$ cat src/hdl/ptt_pkg.sv
// Shared types, codes and helpers for the periodic timer table.
package ptt_pkg;

  localparam int TABLE_DEPTH_DEF   = 16;
  localparam int MS_PER_SECOND_DEF = 1000;
  localparam int MAX_RESULTS       = 16;
  localparam logic [15:0] CHECK_PERIOD_RST = 16'd1000;

  // Register index carried by paddr[2]
  localparam logic REG_CHECK_PERIOD = 1'b0;

  typedef enum logic [2:0] {
    K_TICK         = 3'd0,
    K_PUSH_REL     = 3'd1,
    K_PUSH_ABS     = 3'd2,
    K_CANCEL_ID    = 3'd3,
    K_CANCEL_OWNER = 3'd4,
    K_SET_INTERVAL = 3'd5
  } kind_t;

  typedef enum logic [2:0] {
    ST_FIRED        = 3'd0,
    ST_PUSHED       = 3'd1,
    ST_FULL         = 3'd2,
    ST_CANCELLED    = 3'd3,
    ST_NOT_FOUND    = 3'd4,
    ST_INTERVAL_SET = 3'd5,
    ST_OWNER_NULL   = 3'd6
  } status_t;

  typedef enum logic [2:0] {
    S_IDLE, S_EXEC, S_SCAN, S_PEND, S_SEL, S_FIRE, S_EMIT, S_RESP
  } state_t;

  typedef struct packed {
    logic [47:0] deadline;
    logic [31:0] interval;
    logic        rpt;
    logic [15:0] owner;
    logic [7:0]  method;
    logic [15:0] id;
  } entry_t;

  // now plus interval, saturating at 48 bits
  function automatic logic [47:0] sat_add(input logic [47:0] a, input logic [31:0] b);
    logic [48:0] s;
    s = {1'b0, a} + {17'b0, b};
    return s[48] ? {48{1'b1}} : s[47:0];
  endfunction

endpackage

$ cat src/hdl/ptt_if.sv
// Command and response channel interfaces of the periodic timer table.
interface ptt_cmd_if;
  logic        valid;
  logic        ready;
  logic [2:0]  kind;
  logic [15:0] owner;
  logic [7:0]  method;
  logic        match_method;
  logic [31:0] interval_ms;
  logic        repeat_req;
  logic [31:0] schedule_s;
  logic [15:0] timer_id;

  modport source (output valid, kind, owner, method, match_method, interval_ms,
                  repeat_req, schedule_s, timer_id, input ready);
  modport sink   (input valid, kind, owner, method, match_method, interval_ms,
                  repeat_req, schedule_s, timer_id, output ready);
endinterface

interface ptt_rsp_if;
  logic        valid;
  logic        ready;
  logic [2:0]  status;
  logic [15:0] result_id;
  logic [15:0] result_owner;
  logic [7:0]  result_method;
  logic        last;

  modport source (output valid, status, result_id, result_owner, result_method, last,
                  input ready);
  modport sink   (input valid, status, result_id, result_owner, result_method, last,
                  output ready);
endinterface

$ cat src/hdl/periodic_timer_table.sv
// Top level of the periodic timer table: timer store, scan sequencer, APB register.
//
//   channel | dir | handshake         | payload
//   --------+-----+-------------------+---------------------------------------------
//   cmd     | in  | valid/ready       | kind owner method match_method interval_ms
//           |     |                   | repeat_req schedule_s timer_id
//   rsp     | out | valid/ready       | status result_id result_owner result_method last
//   apb     | in  | psel/penable      | check_period_ms at byte 0
//
// Push, cancel-by-id, set-interval and nonzero-owner cancel commands make one pass
// through the entry memory, whose single read port visits one slot a cycle. A tick
// that runs a check makes one pass to mark due timers, then a selection pass per fired timer.
// Reset (rst, synchronous) clears valid bits and counters; no clearing pass.
// The next command is taken while a response waits in the output register; a
// stalled rsp holds the check sequence until the transfer completes.
module periodic_timer_table
  import ptt_pkg::*;
#(
  parameter int TABLE_DEPTH   = TABLE_DEPTH_DEF,
  parameter int MS_PER_SECOND = MS_PER_SECOND_DEF
) (
  input  logic        clk,
  input  logic        rst,
  ptt_cmd_if.sink     cmd,
  ptt_rsp_if.source   rsp,
  input  logic        psel,
  input  logic        penable,
  input  logic        pwrite,
  input  logic [2:0]  paddr,
  input  logic [31:0] pwdata,
  output logic [31:0] prdata,
  output logic        pready
);

  localparam int IW = $clog2(TABLE_DEPTH);
  localparam int CW = $clog2(TABLE_DEPTH + 1);
  localparam int FW = $clog2(MAX_RESULTS + 1);

  state_t state, state_next;

  // Control and counters
  logic [15:0] period, countdown, next_id;
  logic [47:0] now_ms;
  logic [CW-1:0] seq, seq_m1, scan_idx, pend_cnt;
  logic [FW-1:0] fire_cnt;
  logic [TABLE_DEPTH-1:0] valid, pending;
  logic [IW-1:0] order [TABLE_DEPTH];

  // Latched command
  kind_t       req_kind;
  logic [15:0] req_owner, req_tid;
  logic [7:0]  req_method;
  logic        req_mm, req_repeat;
  logic [31:0] req_interval, req_sched;
  logic [47:0] op_deadline;
  logic        found;
  logic [15:0] push_id;

  // Scan pipeline
  logic          issuing, scanning, scan_end, d_vld;
  logic [IW-1:0] rd_addr, d_idx;
  entry_t        mem [TABLE_DEPTH];
  entry_t        rdata;

  // Best candidate during selection
  logic          best_vld;
  logic [IW-1:0] best_idx, best_ord;
  entry_t        best_ent;
  logic          fire_last;

  // Strobes
  logic          mem_we, ord_rm, ord_nw, ord_push, hit, out_load, better;
  logic [IW-1:0] mem_waddr, ord_idx, r_ord;
  entry_t        mem_wdata;
  logic          dv;

  // Output register
  logic        o_valid, o_last;
  status_t     o_status, resp_status;
  logic [15:0] o_id, o_owner;
  logic [7:0]  o_method;

  // APB register
  logic cfg_we;

  assign pready = 1'b1;
  assign cfg_we = psel && penable && pwrite && (paddr[2] == REG_CHECK_PERIOD);
  assign prdata = (paddr[2] == REG_CHECK_PERIOD) ? {16'b0, period} : 32'b0;

  assign cmd.ready         = (state == S_IDLE);
  assign rsp.valid         = o_valid;
  assign rsp.status        = o_status;
  assign rsp.result_id     = o_id;
  assign rsp.result_owner  = o_owner;
  assign rsp.result_method = o_method;
  assign rsp.last          = o_last;

  assign seq_m1   = seq - CW'(1);
  assign scanning = (state inside {S_SCAN, S_PEND, S_SEL});
  assign issuing  = scanning && (scan_idx < CW'(TABLE_DEPTH));
  assign rd_addr  = scan_idx[IW-1:0];
  assign scan_end = scanning && !issuing && !d_vld;
  assign dv       = valid[d_idx];
  assign r_ord    = order[ord_idx];

  assign better = !best_vld || (rdata.deadline < best_ent.deadline) ||
                  ((rdata.deadline == best_ent.deadline) && (r_ord > best_ord));

  // Entry memory: one write port, one registered read port
  always_ff @(posedge clk) begin
    if (mem_we) mem[mem_waddr] <= mem_wdata;
    rdata <= mem[rd_addr];
  end

  // State register
  always_ff @(posedge clk) begin
    if (rst) state <= S_IDLE;
    else     state <= state_next;
  end

  // Next state
  always_comb begin
    state_next = state;
    out_load   = 1'b0;
    case (state)
      S_IDLE: if (cmd.valid) state_next = S_EXEC;
      S_EXEC: begin
        case (req_kind)
          K_TICK:         state_next = (countdown <= 16'd1) ? S_PEND : S_IDLE;
          K_PUSH_REL, K_PUSH_ABS, K_CANCEL_ID, K_SET_INTERVAL: state_next = S_SCAN;
          K_CANCEL_OWNER: state_next = (req_owner == 16'd0) ? S_RESP : S_SCAN;
          default:        state_next = S_IDLE;
        endcase
      end
      S_SCAN: if (scan_end) state_next = S_RESP;
      S_PEND: if (scan_end) state_next = (pend_cnt == '0) ? S_IDLE : S_SEL;
      S_SEL:  if (scan_end) state_next = S_FIRE;
      S_FIRE: state_next = S_EMIT;
      S_EMIT: begin
        if (!o_valid || rsp.ready) begin
          out_load   = 1'b1;
          state_next = fire_last ? S_IDLE : S_SEL;
        end
      end
      S_RESP: begin
        if (!o_valid || rsp.ready) begin
          out_load   = 1'b1;
          state_next = S_IDLE;
        end
      end
      default: state_next = S_IDLE;
    endcase
  end

  // Per-slot actions and fire updates
  always_comb begin
    mem_we    = 1'b0;
    mem_waddr = d_idx;
    mem_wdata = rdata;
    ord_rm    = 1'b0;
    ord_nw    = 1'b0;
    ord_push  = 1'b0;
    ord_idx   = d_idx;
    hit       = 1'b0;
    if (state == S_SCAN && d_vld) begin
      case (req_kind)
        K_PUSH_REL, K_PUSH_ABS: begin
          if (!found && !dv) begin
            hit                = 1'b1;
            ord_push           = 1'b1;
            mem_we             = 1'b1;
            mem_wdata.deadline = op_deadline;
            mem_wdata.interval = (req_kind == K_PUSH_REL) ? req_interval : 32'd0;
            mem_wdata.rpt      = (req_kind == K_PUSH_REL) ? req_repeat : 1'b0;
            mem_wdata.owner    = req_owner;
            mem_wdata.method   = req_method;
            mem_wdata.id       = next_id;
          end
        end
        K_CANCEL_ID: begin
          if (!found && dv && rdata.id == req_tid) begin
            hit    = 1'b1;
            ord_rm = 1'b1;
          end
        end
        K_CANCEL_OWNER: begin
          if (dv && rdata.owner == req_owner && (!req_mm || rdata.method == req_method)) begin
            hit    = 1'b1;
            ord_rm = 1'b1;
          end
        end
        K_SET_INTERVAL: begin
          if (!found && dv && rdata.id == req_tid) begin
            hit                = 1'b1;
            mem_we             = 1'b1;
            mem_wdata.interval = req_interval;
            mem_wdata.deadline = op_deadline;
            ord_nw             = 1'b1;
          end
        end
        default: ;
      endcase
    end
    if (state == S_FIRE) begin
      ord_idx   = best_idx;
      mem_waddr = best_idx;
      if (best_ent.rpt) begin
        mem_we             = 1'b1;
        mem_wdata          = best_ent;
        mem_wdata.deadline = sat_add(now_ms, best_ent.interval);
        ord_nw             = 1'b1;
      end else begin
        ord_rm = 1'b1;
      end
    end
  end

  // Response status for single-result commands
  always_comb begin
    case (req_kind)
      K_PUSH_REL, K_PUSH_ABS: resp_status = found ? ST_PUSHED : ST_FULL;
      K_CANCEL_ID:    resp_status = found ? ST_CANCELLED : ST_NOT_FOUND;
      K_CANCEL_OWNER: resp_status = (req_owner == 16'd0) ? ST_OWNER_NULL :
                                    (found ? ST_CANCELLED : ST_NOT_FOUND);
      K_SET_INTERVAL: resp_status = found ? ST_INTERVAL_SET : ST_NOT_FOUND;
      default:        resp_status = ST_NOT_FOUND;
    endcase
  end

  // Valid bits, live count, ids
  always_ff @(posedge clk) begin
    if (rst) begin
      valid   <= '0;
      seq     <= '0;
      next_id <= '0;
    end else begin
      if (ord_rm) begin
        valid[ord_idx] <= 1'b0;
        seq            <= seq_m1;
      end
      if (ord_push) begin
        valid[ord_idx] <= 1'b1;
        seq            <= seq + CW'(1);
        next_id        <= next_id + 16'd1;
      end
    end
  end

  // Age ranks: removal and re-arm close the gap above the entry
  always_ff @(posedge clk) begin
    for (int j = 0; j < TABLE_DEPTH; j++) begin
      if ((ord_rm || ord_nw) && valid[j] && order[j] > r_ord && IW'(j) != ord_idx)
        order[j] <= order[j] - IW'(1);
    end
    if (ord_nw)   order[ord_idx] <= seq_m1[IW-1:0];
    if (ord_push) order[ord_idx] <= seq[IW-1:0];
  end

  // Clock, countdown and configuration
  always_ff @(posedge clk) begin
    if (rst) begin
      now_ms    <= '0;
      countdown <= CHECK_PERIOD_RST;
      period    <= CHECK_PERIOD_RST;
    end else begin
      if (state == S_EXEC && req_kind == K_TICK) begin
        now_ms    <= now_ms + 48'd1;
        countdown <= (countdown <= 16'd1) ? period : countdown - 16'd1;
      end
      if (cfg_we && pwdata[15:0] != 16'd0) begin
        period    <= pwdata[15:0];
        countdown <= pwdata[15:0];
      end
    end
  end

  // Command capture and scan sequencing
  always_ff @(posedge clk) begin
    if (rst) begin
      d_vld    <= 1'b0;
      scan_idx <= '0;
      found    <= 1'b0;
      best_vld <= 1'b0;
      pend_cnt <= '0;
      fire_cnt <= '0;
    end else begin
      d_vld <= issuing;
      d_idx <= rd_addr;
      if (issuing) scan_idx <= scan_idx + CW'(1);

      if (cmd.valid && cmd.ready) begin
        req_kind     <= kind_t'(cmd.kind);
        req_owner    <= cmd.owner;
        req_method   <= cmd.method;
        req_mm       <= cmd.match_method;
        req_interval <= cmd.interval_ms;
        req_repeat   <= cmd.repeat_req;
        req_sched    <= cmd.schedule_s;
        req_tid      <= cmd.timer_id;
      end

      if (state == S_EXEC) begin
        scan_idx <= '0;
        found    <= 1'b0;
        pend_cnt <= '0;
        fire_cnt <= '0;
        best_vld <= 1'b0;
        if (req_kind == K_PUSH_ABS) op_deadline <= 48'(req_sched) * 48'(MS_PER_SECOND);
        else                        op_deadline <= sat_add(now_ms, req_interval);
      end

      if (hit) begin
        found <= 1'b1;
        if (ord_push) push_id <= next_id;
      end

      // Pending snapshot at check time
      if (state == S_PEND && d_vld) begin
        pending[d_idx] <= dv && (rdata.deadline <= now_ms);
        if (dv && rdata.deadline <= now_ms) pend_cnt <= pend_cnt + CW'(1);
      end
      if (state == S_PEND && scan_end) scan_idx <= '0;

      // Earliest deadline, newest first on ties
      if (state == S_SEL && d_vld && pending[d_idx] && better) begin
        best_vld <= 1'b1;
        best_idx <= d_idx;
        best_ord <= r_ord;
        best_ent <= rdata;
      end

      if (state == S_FIRE) begin
        pending[best_idx] <= 1'b0;
        pend_cnt          <= pend_cnt - CW'(1);
        fire_cnt          <= fire_cnt + FW'(1);
        fire_last         <= (pend_cnt == CW'(1)) || (fire_cnt == FW'(MAX_RESULTS - 1));
      end

      if (state == S_EMIT && out_load) begin
        scan_idx <= '0;
        best_vld <= 1'b0;
      end
    end
  end

  // Output register
  always_ff @(posedge clk) begin
    if (rst) begin
      o_valid <= 1'b0;
    end else if (out_load) begin
      o_valid <= 1'b1;
    end else if (rsp.ready) begin
      o_valid <= 1'b0;
    end
    if (out_load) begin
      if (state == S_EMIT) begin
        o_status <= ST_FIRED;
        o_id     <= best_ent.id;
        o_owner  <= best_ent.owner;
        o_method <= best_ent.method;
        o_last   <= fire_last;
      end else begin
        o_status <= resp_status;
        o_id     <= (resp_status == ST_PUSHED) ? push_id : 16'd0;
        o_owner  <= 16'd0;
        o_method <= 8'd0;
        o_last   <= 1'b1;
      end
    end
  end

endmodule

$ cat src/flat_wrapper.sv
// flat-port wrapper written by rule: the top's interface ports become plain ports
module periodic_timer_table_flat import ptt_pkg::*;
#(
  parameter int TABLE_DEPTH   = TABLE_DEPTH_DEF,
  parameter int MS_PER_SECOND = MS_PER_SECOND_DEF
)
  (clk, rst, psel, penable, pwrite, paddr, pwdata, prdata, pready, cmd_valid, cmd_kind, cmd_owner, cmd_method, cmd_match_method, cmd_interval_ms, cmd_repeat_req, cmd_schedule_s, cmd_timer_id, cmd_ready, rsp_valid, rsp_status, rsp_result_id, rsp_result_owner, rsp_result_method, rsp_last, rsp_ready);
  ptt_cmd_if cmd_i ();
  ptt_rsp_if rsp_i ();
  input  logic clk;
  input  logic rst;
  input  logic psel;
  input  logic penable;
  input  logic pwrite;
  input  logic [2:0] paddr;
  input  logic [31:0] pwdata;
  output logic [31:0] prdata;
  output logic pready;
  input wire logic [$bits(cmd_i.valid)-1:0] cmd_valid;
  input wire logic [$bits(cmd_i.kind)-1:0] cmd_kind;
  input wire logic [$bits(cmd_i.owner)-1:0] cmd_owner;
  input wire logic [$bits(cmd_i.method)-1:0] cmd_method;
  input wire logic [$bits(cmd_i.match_method)-1:0] cmd_match_method;
  input wire logic [$bits(cmd_i.interval_ms)-1:0] cmd_interval_ms;
  input wire logic [$bits(cmd_i.repeat_req)-1:0] cmd_repeat_req;
  input wire logic [$bits(cmd_i.schedule_s)-1:0] cmd_schedule_s;
  input wire logic [$bits(cmd_i.timer_id)-1:0] cmd_timer_id;
  output wire logic [$bits(cmd_i.ready)-1:0] cmd_ready;
  output wire logic [$bits(rsp_i.valid)-1:0] rsp_valid;
  output wire logic [$bits(rsp_i.status)-1:0] rsp_status;
  output wire logic [$bits(rsp_i.result_id)-1:0] rsp_result_id;
  output wire logic [$bits(rsp_i.result_owner)-1:0] rsp_result_owner;
  output wire logic [$bits(rsp_i.result_method)-1:0] rsp_result_method;
  output wire logic [$bits(rsp_i.last)-1:0] rsp_last;
  input wire logic [$bits(rsp_i.ready)-1:0] rsp_ready;
  assign cmd_i.valid = cmd_valid;
  assign cmd_i.kind = cmd_kind;
  assign cmd_i.owner = cmd_owner;
  assign cmd_i.method = cmd_method;
  assign cmd_i.match_method = cmd_match_method;
  assign cmd_i.interval_ms = cmd_interval_ms;
  assign cmd_i.repeat_req = cmd_repeat_req;
  assign cmd_i.schedule_s = cmd_schedule_s;
  assign cmd_i.timer_id = cmd_timer_id;
  assign cmd_ready = cmd_i.ready;
  assign rsp_valid = rsp_i.valid;
  assign rsp_status = rsp_i.status;
  assign rsp_result_id = rsp_i.result_id;
  assign rsp_result_owner = rsp_i.result_owner;
  assign rsp_result_method = rsp_i.result_method;
  assign rsp_last = rsp_i.last;
  assign rsp_i.ready = rsp_ready;
  periodic_timer_table #(.TABLE_DEPTH(TABLE_DEPTH), .MS_PER_SECOND(MS_PER_SECOND)) u_core (.clk(clk), .rst(rst), .cmd(cmd_i), .rsp(rsp_i), .psel(psel), .penable(penable), .pwrite(pwrite), .paddr(paddr), .pwdata(pwdata), .prdata(prdata), .pready(pready));
endmodule
$ cat config.mk
export PLATFORM = sky130hd
export DESIGN_NAME = periodic_timer_table_flat
export DESIGN_NICKNAME = d
export VERILOG_FILES = /design/src/hdl/ptt_pkg.sv /design/src/hdl/ptt_if.sv /design/src/hdl/periodic_timer_table.sv /design/src/flat_wrapper.sv
export SDC_FILE = /design/constraint.sdc
export NUM_CORES = 2
export LEC_CHECK = 0
export BUFFER_PORTS_ARGS = -buffer_cell sky130_fd_sc_hd__buf_2
export CORE_ASPECT_RATIO = 0.8
export CORE_MARGIN = 1
export CORE_UTILIZATION = 40
export DETAILED_ROUTE_END_ITERATION = 8
export MAX_ROUTING_LAYER = met4
export PLACE_DENSITY_LB_ADDON = 0.3
export SLEW_MARGIN = 10
export SYNTH_ARGS = -nofsm -noshare
export SYNTH_HDL_FRONTEND = slang
export SYNTH_SLANG_ARGS = --single-unit
$ cat constraint.sdc
create_clock -name clk -period 26.2 [get_ports clk]
set_clock_uncertainty 0.15 [all_clocks]
set_input_delay 1.31 -clock clk [delete_from_list [all_inputs] [get_ports clk]]
set_output_delay 1.31 -clock clk [all_outputs]
set_load 0.01 [all_outputs]
==> Word level (Yosys, flattened, before mapping) <==
Memory sizes are Yosys's and may differ from the RTL's. A register that Yosys moved wholly into a read port is not among the register bits.
Index checks and enable logic that the tools add are counted.
{ "totals": {"mem_count": 2, "elab_cells": 384, "mem_bits_rw": 2000, "in_bits": 151, "reg_bits": 506, "output_inout_bits": 79} }
{ "mem_list": {"columns": ["memory", "words", "width", "read_ports", "rd_clocked_by_memory_dff", "write_ports", "line", "source"], "rows": [
  ["u_core.mem", 16, 121, 1, 1, 1, "periodic_timer_table.sv:62", "entry_t mem [TABLE_DEPTH];"],
  ["u_core.order", 16, 4, 17, 0, 17, "periodic_timer_table.sv:47", "logic [IW-1:0] order [TABLE_DEPTH];"]
]} }
{ "classes": {"addsub": 27, "n_bitwise": 8, "muxes": 126, "eq_ne": 40, "magnitude_cmp": 27, "n_reduce_logical": 112, "n_mul": 1} }
{ "op_table": {"columns": ["op", "count"], "rows": [
  ["$mux W121", 4],
  ["$mux W16", 12],
  ["$pmux W80 S2", 1],
  ["$add A48 B32 Y49", 2],
  ["$mux W48", 2],
  ["$mux W80", 1],
  ["$logic_and A1 B1 Y1", 74],
  ["$gt A4 B4 Y1", 17],
  ["$mux W1", 68],
  ["$sub A4 B1 Y4 const B", 16],
  ["$add A48 B1 Y48 const B", 1],
  ["$eq A48 B48 Y1", 1],
  ["$le A48 B48 Y1", 1],
  ["$lt A48 B48 Y1", 1],
  ["$mux W42", 1],
  ["$mux W41", 1],
  ["$mux W5", 8],
  ["$mul A32 B7 Y39 const B", 1],
  ["$mux W3", 11],
  ["$and A16 B16 Y16", 2],
  ["$eq A16 B16 Y1", 2],
  ["$mux W32", 1],
  ["$ne A4 B4 Y1 const A", 8],
  ["$not A16 Y16", 2],
  ["other kinds (46)", 103]
]} }

==> Longest topological paths before layout <==
{ "logic_depth": {"ltp_word": 15, "depth_mapped": 19, "ltp_nobuf": 19} }

==> Worst setup path after synthesis <==
OpenSTA, ideal clock, no wires.
{ "synth_timing": {"path_type": "reg-to-reg", "from": "reg u_core.state[1]", "to": "reg u_core.best_ent[0] (netlist name), enable pin", "synth_period_minus_slack_ns": 11.715, "arrival_ns": 10.878, "required_time_ns": 25.364, "setup_slack_ns": 14.485, "path_stages_with_launch": 17, "cell_sequence": "dfxtp_1 -> clkbuf_1 -> nand2b_1 -> nor2_1 -> buf_1 -> mux2i_1 -> clkbuf_1 -> clkbuf_1 -> mux4_2 -> mux2i_1 -> mux2i_1 -> inv_1 -> ha_1 -> and4_1 -> nor4_1 -> o21ai_0 -> a41oi_1"} }
{ "synth_between": {"elab_chain_cells": 8, "word_cells_on_any_way": 11, "classes_between": "order compare (1); eq/ne (2); mux (1); reduce/logical (6); memory (1)"} }
{ "synth_rtl": {"columns": ["item", "line", "source"], "rows": [
  ["start: declaration", "periodic_timer_table.sv:39", "state_t state, state_next;"],
  ["start signal: assignment", "periodic_timer_table.sv:118", "else state <= state_next;"],
  ["$eq A3 B3 Y1", "periodic_timer_table.sv:204", "if (state == S_FIRE) begin"],
  ["$mux W4", "periodic_timer_table.sv:204", null],
  ["$mem_v2 Z16 W4", null, null],
  ["via u_core.r_ord[0]", "periodic_timer_table.sv:73", "logic [IW-1:0] mem_waddr, ord_idx, r_ord;"],
  ["$gt A4 B4 Y1", "periodic_timer_table.sv:107", "((rdata.deadline == best_ent.deadline) && (r_ord > best_ord));"],
  ["$logic_and A1 B1 Y1", "periodic_timer_table.sv:107", null],
  ["$logic_or A1 B1 Y1", "periodic_timer_table.sv:106", "assign better = !best_vld || (rdata.deadline < best_ent.deadline) ||"],
  ["$logic_and A1 B1 Y1", "periodic_timer_table.sv:325", "if (state == S_SEL && d_vld && pending[d_idx] && better) begin"],
  ["$reduce_and A2 Y1 (no source line)", null, null],
  ["end signal: assignment", "periodic_timer_table.sv:329", "best_ent <= rdata;"],
  ["end: declaration", "periodic_timer_table.sv:68", "entry_t best_ent;"]
]} }
The timed path passes the listed nets, and every way through them passes these cells.
A chain may end at the register's enable or synchronous reset.

==> Worst setup path after layout <==
{ "layout_timing": {"from": "reg u_core.state[0]", "to": "reg u_core.best_ent[50] (netlist name), enable pin"} }
The elaborated chain is that of the path after synthesis.

==> impl_metrics.env <==
export IMPL_status="finished, final reports clean"
export IMPL_tightest_slew_ns=1.31
export IMPL_ctsLongestPathBuffers=4
export IMPL_regArea_sq_um=76300
export IMPL_multi_input_area_sq_um=35200
export IMPL_numCtsBuffers=276
export IMPL_hold_violations=0
export IMPL_final_cell_mix="edfxtp_1, mux4_2, nand2_1"
export IMPL_synth_distinct_cells=85
export IMPL_period_share_pct=29.0
export IMPL_fmax_ghz=0.132
export IMPL_synth_warnings=0
export IMPL_core_area_sq_um=282000
export IMPL_cts_sinks=2626
export IMPL_final_common_cell="edfxtp_1"
export IMPL_synthesis_area_sq_um=114000
export IMPL_grt_max_degree=93
export IMPL_min_from="u_core.rdata[62]"
export IMPL_initial_utilization_pct=40.3
export IMPL_synthFlopType="edfxtp_1"
export IMPL_cts_tree="done"
export IMPL_drcViolationCount=0
export IMPL_dr_max_layer_used="met4"
export IMPL_wl_met1_microns=132000
export IMPL_required_ns=26.53
export IMPL_reg2regPathDepth=17
export IMPL_r2r_start="u_core.state[0]"
export IMPL_cp_max_fo=61
export IMPL_drt_iter0_drc=6565
export IMPL_netlist_instances=6791
export IMPL_met3WireLength_microns=20500
export IMPL_fp_row_count=174
export IMPL_dpl_hpwl_microns=179000
export IMPL_slew_violations=0
export IMPL_fin_util_pct=45.6
export IMPL_cp_end_kind="flop"
export IMPL_r2r_setup_slack_ns=18.61
export IMPL_leakage_nw=42.8
export IMPL_route_met2_wl_microns=140000
export IMPL_start_kind="flop"
export IMPL_drive_gt1_share_pct=19.7
export IMPL_die_x_microns=598
export IMPL_hold_class="reg -> reg"
export IMPL_drt_first_pass_iters=6
export IMPL_syn_area_per_cell_sq_um=16.7
export IMPL_die_h_microns=479
export IMPL_cts_max_level=5
export IMPL_final_nets=7729
export IMPL_setup_violations=0
export IMPL_rsz0062_at_grt="false"
export IMPL_post_cts_setup_buffers=0
export IMPL_grt_use_total_pct=21.2
export IMPL_antenna_found_initial=13
export IMPL_drv_cap=0
export IMPL_fin_crit_ns=7.59
export IMPL_avgViaCountPerCell=5.70
export IMPL_globalplace_congestion=0.939
export IMPL_ir_drop_mv=0.0793
export IMPL_fillers=24100
export IMPL_cts_reportedPaths_clkPinSlew_ns=0.06
export IMPL_hold_end="u_core.best_ent[62]"
export IMPL_grt_overflow_total=0
export IMPL_grt_pass1_wl_microns=435000
export IMPL_wl_per_cell_microns=26.9
export IMPL_cts_root_buffer="clkbuf_16"
export IMPL_grt_pass1_vias=63000
export IMPL_synth_edf_count=2367
export IMPL_clock_latency_ns=0.87
export IMPL_drt_total_wl_microns=299000
export IMPL_cts_resized=0
export IMPL_num_io_pins=230
export IMPL_hold_path_depth=0
export IMPL_port_buffers=194
export IMPL_async_flop_share_pct=0
export IMPL_totalNegativeSetupSlack_ns=0
export IMPL_power_density_nw_per_um2=93.6
export IMPL_vias=63400
export IMPL_syn2layout_area_growth_pct=12.9
export IMPL_worst_r2r_endpoint="u_core.best_ent[50]"
export IMPL_path_class="reg -> reg"
export IMPL_ys_ff_latch=2626
export IMPL_die_area_sq_um=286000
export IMPL_relSlewSlack_pct=12.2
export IMPL_crit_arrival_ns=7.92
export IMPL_yosysSeqAreaShare_pct=67.1
export IMPL_cts_hold_buf=0
export IMPL_ant_nets=0
-- flip-flops by register name, summed over array words and instances, names as in the netlist, 32 cells and up, named ones only --
name                 flops
u_core.best_ent        121
u_core.order            64
u_core.req_interval     32
u_core.now_ms           48
u_core.rdata           121
u_core.op_deadline      48
u_core.req_sched        32
u_core.mem            1936
-- metal layers --
layer / GRT usage, % / vias to the layer above
li1: - / 27200
met1: 30.3 / 33300
met2: 32.5 / 2402
met3: 2.82 / 415
met4: 4.87 / 0
met5: - / -
-- layout make-up --
| cell class | instances | area share, % |
|---|---|---|
| Antenna cell | 2 | 0.00390 |
| Inverter | 350 | 1.10 |
| Clock buffer | 372 | 5.89 |
| Clock inverter | 122 | 0.937 |
| Tap cell | 3784 | 3.69 |
| Multi-Input combinational cell | 3519 | 27.4 |
| Sequential cell | 2626 | 59.4 |
| Timing Repair Buffer | 341 | 1.62 |
-- cells by family after synthesis --
logic type / Yosys count / share of synthesized area, %
DFF: 2626 / 67.1
and+or+nand+nor: 1206 / 4.88
AOI/OAI and AO/OA: 910 / 5.09
muxes: 682 / 13.0
buffers and inverters: 661 / 2.27
adders and majority gates: 464 / 5.90
xor gates and xnor gates: 240 / 1.85
other: 2 / 0.00660
-- critical path: stages, from the launching register on --
cell      delay, ns
dfxtp_1        0.65
nand2b_1       0.44
nor2_1         0.40
buf_4          0.27
mux2i_2        0.24
buf_4          0.36
mux4_2         0.60
mux2i_1        0.25
mux2i_1        0.27
ha_1           0.39
and4_1         0.24
nor4_1         0.42
o21ai_0        0.33
o21ai_0        0.24
o21bai_1       0.13
a41oi_4        0.19
buf_4          0.81
buf_4          0.76
-- cells in the mapped netlist, drive strengths merged, types with 72 or more instances --
cell       n  area share, %
inv      347            1.1
xor2     101           0.78
nand3     78           0.35
ha       344            3.8
a21oi    317            1.4
xnor2    139            1.1
fa       120            2.1
clkbuf   213           0.70
mux4     631             13
buf       98           0.41
edfxtp  2367             62
nand4     72           0.40
o21ai    165           0.73
nand2    408            1.3
nor2     350            1.2
dfxtp    259            4.6
-- power by group --
group          switching, mW  internal [mW]  total (mW)
Sequential             0.169           5.03        5.20
Clock                   1.64           2.21        3.85
Combinational           1.80           1.18        2.97
Total                   3.61           8.42        12.0
-- worst max-delay path by stage --
| stage | cells after the start | from | to |
|---|---|---|---|
| final | 17 | u_core.state[0] | u_core.best_ent[50] |
| after global routing | 17 | u_core.state[0] | u_core.best_ent[49] |
| after CTS | 17 | u_core.state[0] | u_core.best_ent[55] |
| after floorplan | 16 | u_core.state[1] | u_core.best_ent[0] |
| after global placement | 17 | u_core.state[0] | u_core.best_ent[45] |
| after detailed placement | 17 | u_core.state[0] | u_core.best_ent[49] |
-- per-stage QoR --
stage | hold slack (ns) | total power, mW | instance area [sq um] | std cells | worst slack [ns]
floorplan | 0.256 | 7.32 | 114000 | 6806 | 14.49
global placement | 0.264 | 8.16 | 119000 | 10600 | 18.66
detailed placement | 0.269 | 8.22 | 119000 | 10600 | 18.59
CTS | 0.283 | 12.1 | 128000 | 11100 | 18.58
global route | 0.287 | 12.6 | 128000 | 11100 | 18.20
finish | 0.281 | 12.0 | 128000 | 11100 | 18.61
(Power assumes the default switching activity.)
